### src/hw/rtl/scaled_sphere_collision_test_unit_assert.svh
// assertion macros for the sphere collision test unit
`ifndef SCALED_SPHERE_COLLISION_TEST_UNIT_ASSERT_SVH
`define SCALED_SPHERE_COLLISION_TEST_UNIT_ASSERT_SVH

// same-cycle implication, checked outside reset
`define SSCU_ASSERT_IMP(label, cond, expr) \
    label: assert property (@(posedge clk) disable iff (!rst_n) (cond) |-> (expr)) \
        else $error("sscu: implication check failed");

// next-cycle implication, checked outside reset
`define SSCU_ASSERT_NXT(label, cond, expr) \
    label: assert property (@(posedge clk) disable iff (!rst_n) (cond) |=> (expr)) \
        else $error("sscu: next-cycle check failed");

`endif

### src/hw/rtl/sscu_pkg.sv
// shared constants, types and helpers for the sphere collision test unit
`default_nettype none

package sscu_pkg;

    localparam int COMP_BITS      = 16;
    localparam int NUM_AXES       = 3;
    localparam int VEC_BITS       = 48;
    localparam int RAD_FIELD_BITS = 16;
    localparam int FRAC_SHIFT     = 8;
    localparam int NUM_STAGES     = 5;

    localparam int VEC_EXT_BITS = (NUM_AXES * COMP_BITS > VEC_BITS) ?
                                  NUM_AXES * COMP_BITS : VEC_BITS;
    localparam int PROD_BITS    = 2 * COMP_BITS;
    localparam int WORLD_BITS   = 2 * COMP_BITS + 1;
    localparam int DIFF_BITS    = WORLD_BITS + 1;
    localparam int MAG_BITS     = 2 * COMP_BITS + 1;
    localparam int SQ_BITS      = 2 * MAG_BITS;
    localparam int DIST_BITS    = SQ_BITS + 2;
    localparam int RADW_BITS    = 2 * COMP_BITS;
    localparam int RSUM_BITS    = RADW_BITS + 1;
    localparam int LIM_BITS     = 2 * RSUM_BITS;

    typedef enum logic
    {
        OP_SPHERE = 1'b0,
        OP_BOX    = 1'b1
    } opcode_t;

    typedef logic signed [COMP_BITS-1:0]  comp_t;
    typedef logic        [COMP_BITS-1:0]  ucomp_t;
    typedef logic signed [PROD_BITS-1:0]  prod_t;
    typedef logic signed [WORLD_BITS-1:0] world_t;
    typedef logic signed [DIFF_BITS-1:0]  diff_t;
    typedef logic        [MAG_BITS-1:0]   mag_t;
    typedef logic        [SQ_BITS-1:0]    sq_t;
    typedef logic        [DIST_BITS-1:0]  dist_t;
    typedef logic        [RADW_BITS-1:0]  radw_t;
    typedef logic        [RSUM_BITS-1:0]  rsum_t;
    typedef logic        [LIM_BITS-1:0]   lim_t;

    // load enables, one per pipeline register stage
    typedef struct packed
    {
        logic s1;
        logic s2;
        logic s3;
        logic s4;
        logic s5;
    } pipe_en_t;

    // component of a packed vector; bits past the field read as zero
    function automatic comp_t get_comp(input logic [VEC_BITS-1:0] vec, input int axis);
        logic [VEC_EXT_BITS-1:0] ext;
        ext = VEC_EXT_BITS'(vec);
        return $signed(ext[axis*COMP_BITS +: COMP_BITS]);
    endfunction

    function automatic ucomp_t comp_mag(input comp_t v);
        comp_t neg;
        neg = -v;
        return v[COMP_BITS-1] ? $unsigned(neg) : $unsigned(v);
    endfunction

endpackage

`default_nettype wire

### src/hw/rtl/sscu_clamp.sv
// stage 3: box clamp or centre difference per axis, and the radius limit
`default_nettype none

module sscu_clamp
(
    input  wire logic                clk,
    input  wire sscu_pkg::pipe_en_t  en,
    input  wire sscu_pkg::opcode_t   op,
    input  wire logic                tested,
    input  wire sscu_pkg::world_t    wc [sscu_pkg::NUM_AXES],
    input  wire sscu_pkg::world_t    wa [sscu_pkg::NUM_AXES],
    input  wire sscu_pkg::world_t    wb [sscu_pkg::NUM_AXES],
    input  wire sscu_pkg::radw_t     ra,
    input  wire sscu_pkg::radw_t     rb,
    output logic                     tested_out,
    output sscu_pkg::mag_t           mag_out [sscu_pkg::NUM_AXES],
    output sscu_pkg::rsum_t          rsum_out
);

    sscu_pkg::mag_t  mag_reg [sscu_pkg::NUM_AXES];
    sscu_pkg::rsum_t rsum_reg;
    logic            tested3_reg;

    sscu_pkg::world_t lo   [sscu_pkg::NUM_AXES];
    sscu_pkg::world_t hi   [sscu_pkg::NUM_AXES];
    sscu_pkg::world_t clmp [sscu_pkg::NUM_AXES];
    sscu_pkg::diff_t  d    [sscu_pkg::NUM_AXES];
    sscu_pkg::diff_t  dneg [sscu_pkg::NUM_AXES];
    sscu_pkg::mag_t   mag_next [sscu_pkg::NUM_AXES];
    sscu_pkg::rsum_t  rsum_next;

    always_comb
    begin
        for (int i = 0; i < sscu_pkg::NUM_AXES; i++)
        begin
            // corners ordered per axis, so a swapped box still spans its extent
            lo[i] = (wa[i] < wb[i]) ? wa[i] : wb[i];
            hi[i] = (wa[i] < wb[i]) ? wb[i] : wa[i];
            if (wc[i] < lo[i])
            begin
                clmp[i] = lo[i];
            end
            else if (wc[i] > hi[i])
            begin
                clmp[i] = hi[i];
            end
            else
            begin
                clmp[i] = wc[i];
            end
            if (op == sscu_pkg::OP_BOX)
            begin
                d[i] = sscu_pkg::DIFF_BITS'(wc[i]) - sscu_pkg::DIFF_BITS'(clmp[i]);
            end
            else
            begin
                d[i] = sscu_pkg::DIFF_BITS'(wa[i]) - sscu_pkg::DIFF_BITS'(wc[i]);
            end
            dneg[i]     = -d[i];
            mag_next[i] = d[i][sscu_pkg::DIFF_BITS-1] ? sscu_pkg::MAG_BITS'(dneg[i])
                                                      : sscu_pkg::MAG_BITS'(d[i]);
        end
        if (op == sscu_pkg::OP_BOX)
        begin
            rsum_next = sscu_pkg::RSUM_BITS'(ra);
        end
        else
        begin
            rsum_next = sscu_pkg::RSUM_BITS'(ra) + sscu_pkg::RSUM_BITS'(rb);
        end
    end

    always_ff @(posedge clk)
    begin
        if (en.s3)
        begin
            mag_reg     <= mag_next;
            rsum_reg    <= rsum_next;
            tested3_reg <= tested;
        end
    end

    assign tested_out = tested3_reg;
    assign mag_out    = mag_reg;
    assign rsum_out   = rsum_reg;

endmodule

`default_nettype wire

### config.mk
export PLATFORM = sky130hd
export DESIGN_NAME = sscu_clamp
export DESIGN_NICKNAME = d
export VERILOG_FILES = /design/src/hw/rtl/scaled_sphere_collision_test_unit_assert.svh /design/src/hw/rtl/sscu_pkg.sv /design/src/hw/rtl/sscu_clamp.sv
export SDC_FILE = /design/constraint.sdc
export NUM_CORES = 2
export LEC_CHECK = 0
export CORE_MARGIN = 4
export CORE_UTILIZATION = 60
export CTS_CLUSTER_DIAMETER = 40
export CTS_CLUSTER_SIZE = 28
export DETAILED_ROUTE_END_ITERATION = 10
export DONT_BUFFER_PORTS = 1
export GPL_TIMING_DRIVEN = 0
export PLACE_DENSITY = 0.76
export SKIP_CTS_REPAIR_TIMING = 1
export SYNTH_ARGS = -nofsm -noshare
export SYNTH_HDL_FRONTEND = slang
export SYNTH_SLANG_ARGS = --single-unit
### constraint.sdc
create_clock -name clk -period 12.1 [get_ports clk]
set_input_delay 1.21 -clock clk [delete_from_list [all_inputs] [get_ports clk]]
set_output_delay 1.21 -clock clk [all_outputs]
set_load 0.02 [all_outputs]
* After elaboration in Yosys (flattened, before gate mapping) *
Index checks and enable logic that the tools add are counted.

word-level totals
  memory bits (read-only) = 0
  logic and storage cells = 44
  input bits = 369
  output and inout port bits = 133
  memories = 0
  bits in registers = 133
  RAM bits = 0
  bits in latches = 0

cells by class
  eq/ne operators = 0
  shift operators = 0
  add/subtract/negate cells = 10
  $mul = 0
  order comparisons = 9
  bitwise gates (word level) = 0
  muxes and demuxes = 19
  divide/modulo/power cells = 0
  reductions and logical operators = 0

operators by type and width
  operator                                        count
  33-bit 2-to-1 mux                               15
  33-bit by 33-bit subtractor with 34-bit output  6
  33-bit less-than comparator                     6
  34-bit 2-to-1 mux                               3
  33-bit greater-than comparator                  3
  33-bit negator                                  3
  32-bit by 32-bit adder with 33-bit output       1
  32-bit 2-to-1 mux                               1

* Longest topological paths before layout *
  depth in word-level cells = 9
  mapped depth = 43
  mapped depth without buffers = 40

* Worst setup path before layout *
No wires, ideal clock.

  path kind = input to register
  from = input wb[84] (netlist name)
  to = register mag_reg (netlist bit mag_out[98]), data pin
  setup slack = 2.704 ns
  data arrival time = 9.125 ns
  library setup time = 0.271 ns
  stages = 41
  cell sequence = inv_1 ha_1 a21o_1 a21o_1 a21oi_1 o21ai_1 nor3b_1 a21oi_1 a21oi_1 mux2_2 clkbuf_1 clkbuf_1 mux2i_1 ha_1 a21o_1 a21o_1 a21oi_1 nor2_1 [5 not listed] mux2i_1 o22ai_1 a31oi_1 ha_1 inv_1 fa_1 a211oi_1 o21bai_1 a21oi_2 a21oi_1 a2bb2oi_1 o311ai_1 a32oi_1 nor2_1 and3_1 nor3b_2 a31oi_1 xor2_1

RTL lines
  item                  RTL line          RTL
  start, declared       sscu_clamp.sv:12  input wire sscu_pkg::world_t wb [sscu_pkg::NUM_AXES],
  end signal, assigned  sscu_clamp.sv:77  mag_reg <= mag_next;
  end, declared         sscu_clamp.sv:20  sscu_pkg::mag_t mag_reg [sscu_pkg::NUM_AXES];

==> flow_summary.ini <==
[outcome]
outcome = finished clean

[critical_path]
cp.required_ps = 12260
path_class = in2reg
crit_arrival_ps = 11790
start_kind = input port
max_stage_delay_ps = 610
critPathMaxFanout = 10
end_kind = register
cp_slowest_cell = mux2i_2

[synth]
synth-edff-count = 133
yosysSeqAreaShare_pct = 12.87
netlist_instances = 4146
yosysTopAreaCell = ha_1
synthDistinctLibCells = 107
syn-mean-instance-area_um2 = 7.483
synth.net_count = 5046
synth_area_um2 = 31020
ys.flop_type = edfxtp_1
synth_top_cell_area_share_pct = 21.13
ys_warn_count = 0
synthArstFlopShare_pct = 0
synth-seq-cells = 133
synthTopCellsByArea = ha_1 (21%), edfxtp_1 (13%), a21oi_1 (7.3%)

[route]
viasPerCell = 6.562
drt_wl_total_um = 110500
detail-route-antenna-nets = 0
drt-initial-drc-count = 2906
wire_per_inst_um = 22.73
route.detailed.drc = 0
first_pass_iters = 6
vias = 31880

[clock_tree]
cts_tree = yes
htreeDepth = 4
clkTransAtPathRegs_ps = 60
clockRootBuffer = clkbuf_16
numCtsBuffers = 17
cts.sinks = 133
cts_buffer_depth = 2

[sta]
finalCriticalPeriod_ps = 11630
fin_crit_sh_pct = 96.11
layout_setup_ws_ps = 470.2
grt_setup_unrepaired = true
setup_viol = 0
worst_pin_slew_ps = 1344
clock.fmax_ghz = 0.08599
slew_violations = 0
hold_viol = 0
slew_headroom_pct = 10.43

[power_and_ir_drop]
power_density_nw_per_um2 = 165.1
p_leak_nw = 14.60
max-vdd-ir-drop_mv = 0.09048
p_total_w = 0.005359

[placement]
gp_routability_congestion = 0.9972
place_area_um2 = 31870
numPortBuffers = 0
pre_cts_slack_ps = -336.5
dpl.hpwl_um = 93250

[die]
die_x_um = 235.4
placement_rows = 83
fp.coreArea_um2 = 51300
start_util_pct = 60.47
dieArea_um2 = 55410
die_h_um = 235.4
io_pins = 502

[hold_path]
hold_class = in2reg

[job]
max_cap_violations = 0

[global_route]
grt_pass1_vias = 29790
grt-ovfl-total = 0
antenna_found_initial = 7
grt_max_degree = 134
grt_first_pass_wirelength_um = 167000
grtUsageTotal_pct = 37.37

[layout]
layout-drive-gt1-share_pct = 3.400
n_fill_cell = 4806
nets = 5065
area_growth_pct = 4.634
design_area_um2 = 32460
[synth_stat cells (all sizes together) (38+ instances only)]
cell / count
mux2i: 148
buf: 44
a21oi: 461
inv: 272
nor2b: 47
nand3: 108
nand4: 104
a31oi: 79
ha: 524
nand2: 326
a21o: 165
nor3: 64
o21ai: 313
o21a: 47
nor2: 394
xnor2: 167
edfxtp: 133
xor2: 91
clkbuf: 117
nand2b: 38
a211oi: 40
[path summary, 6_finish.rpt]
| path | to | from | depth (start not counted) |
|---|---|---|---|
| worst max-delay path | mag_out[90]$_DFFE_PP_ | wb[88] | 37 |
| worst min-delay path | tested_out$_DFFE_PP_ | tested | 0 |
[layer usage]
metal,GRT usage (%),up-vias,routed length (um)
met4,16.20,10,5426
met1,44.83,14690,43500
li1,-,15470,-
met3,9.817,297,10560
met2,63.22,1413,50880
met5,0,-,76
[cell families (layout without fill, tap and decap cells)]
group / Yosys count / after routing / synth area share, %
compound gates: 1398 / 1398 / 28.69
xor+xnor: 258 / 258 / 7.284
fa+ha+maj: 531 / 531 / 21.58
buf+inv: 433 / 463 / 5.348
flops: 133 / 133 / 12.87
mux: 162 / 162 / 5.295
other cells: 0 / 3 / 0
simple gates: 1231 / 1231 / 18.93
[flip-flops by register name, summed over array words and instances (netlist names)]
| name | cells |
|---|---|
| mag_out | 99 |
| tested_out | 1 |
| rsum_out | 33 |
[power breakdown]
part           total, W  internal, W  switching, W
sequential      0.00115     0.000783      0.000371
combinational   0.00371      0.00144       0.00227
clock          0.000497     0.000279      0.000218
total           0.00536      0.00250       0.00286
[through the flow]
| step | instances | util (%) | setup TNS, ps | hold WS, ps |
|---|---|---|---|---|
| floorplan | 4146 | - | 0 | 1309 |
| global placement | 4826 | 62.13 | -359.8 | 1309 |
| detailed placement | 4826 | 62.13 | -499.7 | 1309 |
| CTS | 4856 | 63.18 | 0 | 838.1 |
| global route | 4857 | 63.27 | -2.036 | 838.1 |
| finish | 4859 | 63.28 | 0 | 852.2 |
[critical path, delay by kind of cell]
family | cells | cell delay (ps)
adder cells (fa/ha/maj) | 3 | 920
AO/OA/AOI/OAI | 15 | 3840
XOR/XNOR | 1 | 580
multiplexers | 3 | 1030
buffers and inverters | 6 | 2300
AND/OR/NAND/NOR | 9 | 1860
[layout make-up]
cell class / count / area, um^2 / area share, %
Clock inverter: 13 / 110.1 / 0.3392
Tap cell: 680 / 850.8 / 2.621
Clock buffer: 17 / 425.4 / 1.311
Multi-Input combinational cell: 3580 / 25410 / 78.27
Inverter: 272 / 1021 / 3.145
Antenna cell: 3 / 7.507 / 0.02313
Buffer: 161 / 644.4 / 1.985
Sequential cell: 133 / 3994 / 12.30
[layout by cell type, fill, tap and decap left out, types with 111 or more instances in the layout]
| master | count |
|---|---|
| edfxtp_1 | 133 |
| inv_1 | 271 |
| o21ai_0 | 267 |
| mux2i_1 | 145 |
| nor2_1 | 393 |
| ha_1 | 524 |
| nand2_1 | 326 |
| a21o_1 | 165 |
| xnor2_1 | 166 |
| a21oi_1 | 455 |
| clkbuf_1 | 111 |
Note: power is estimated with default switching activity, not from simulation.
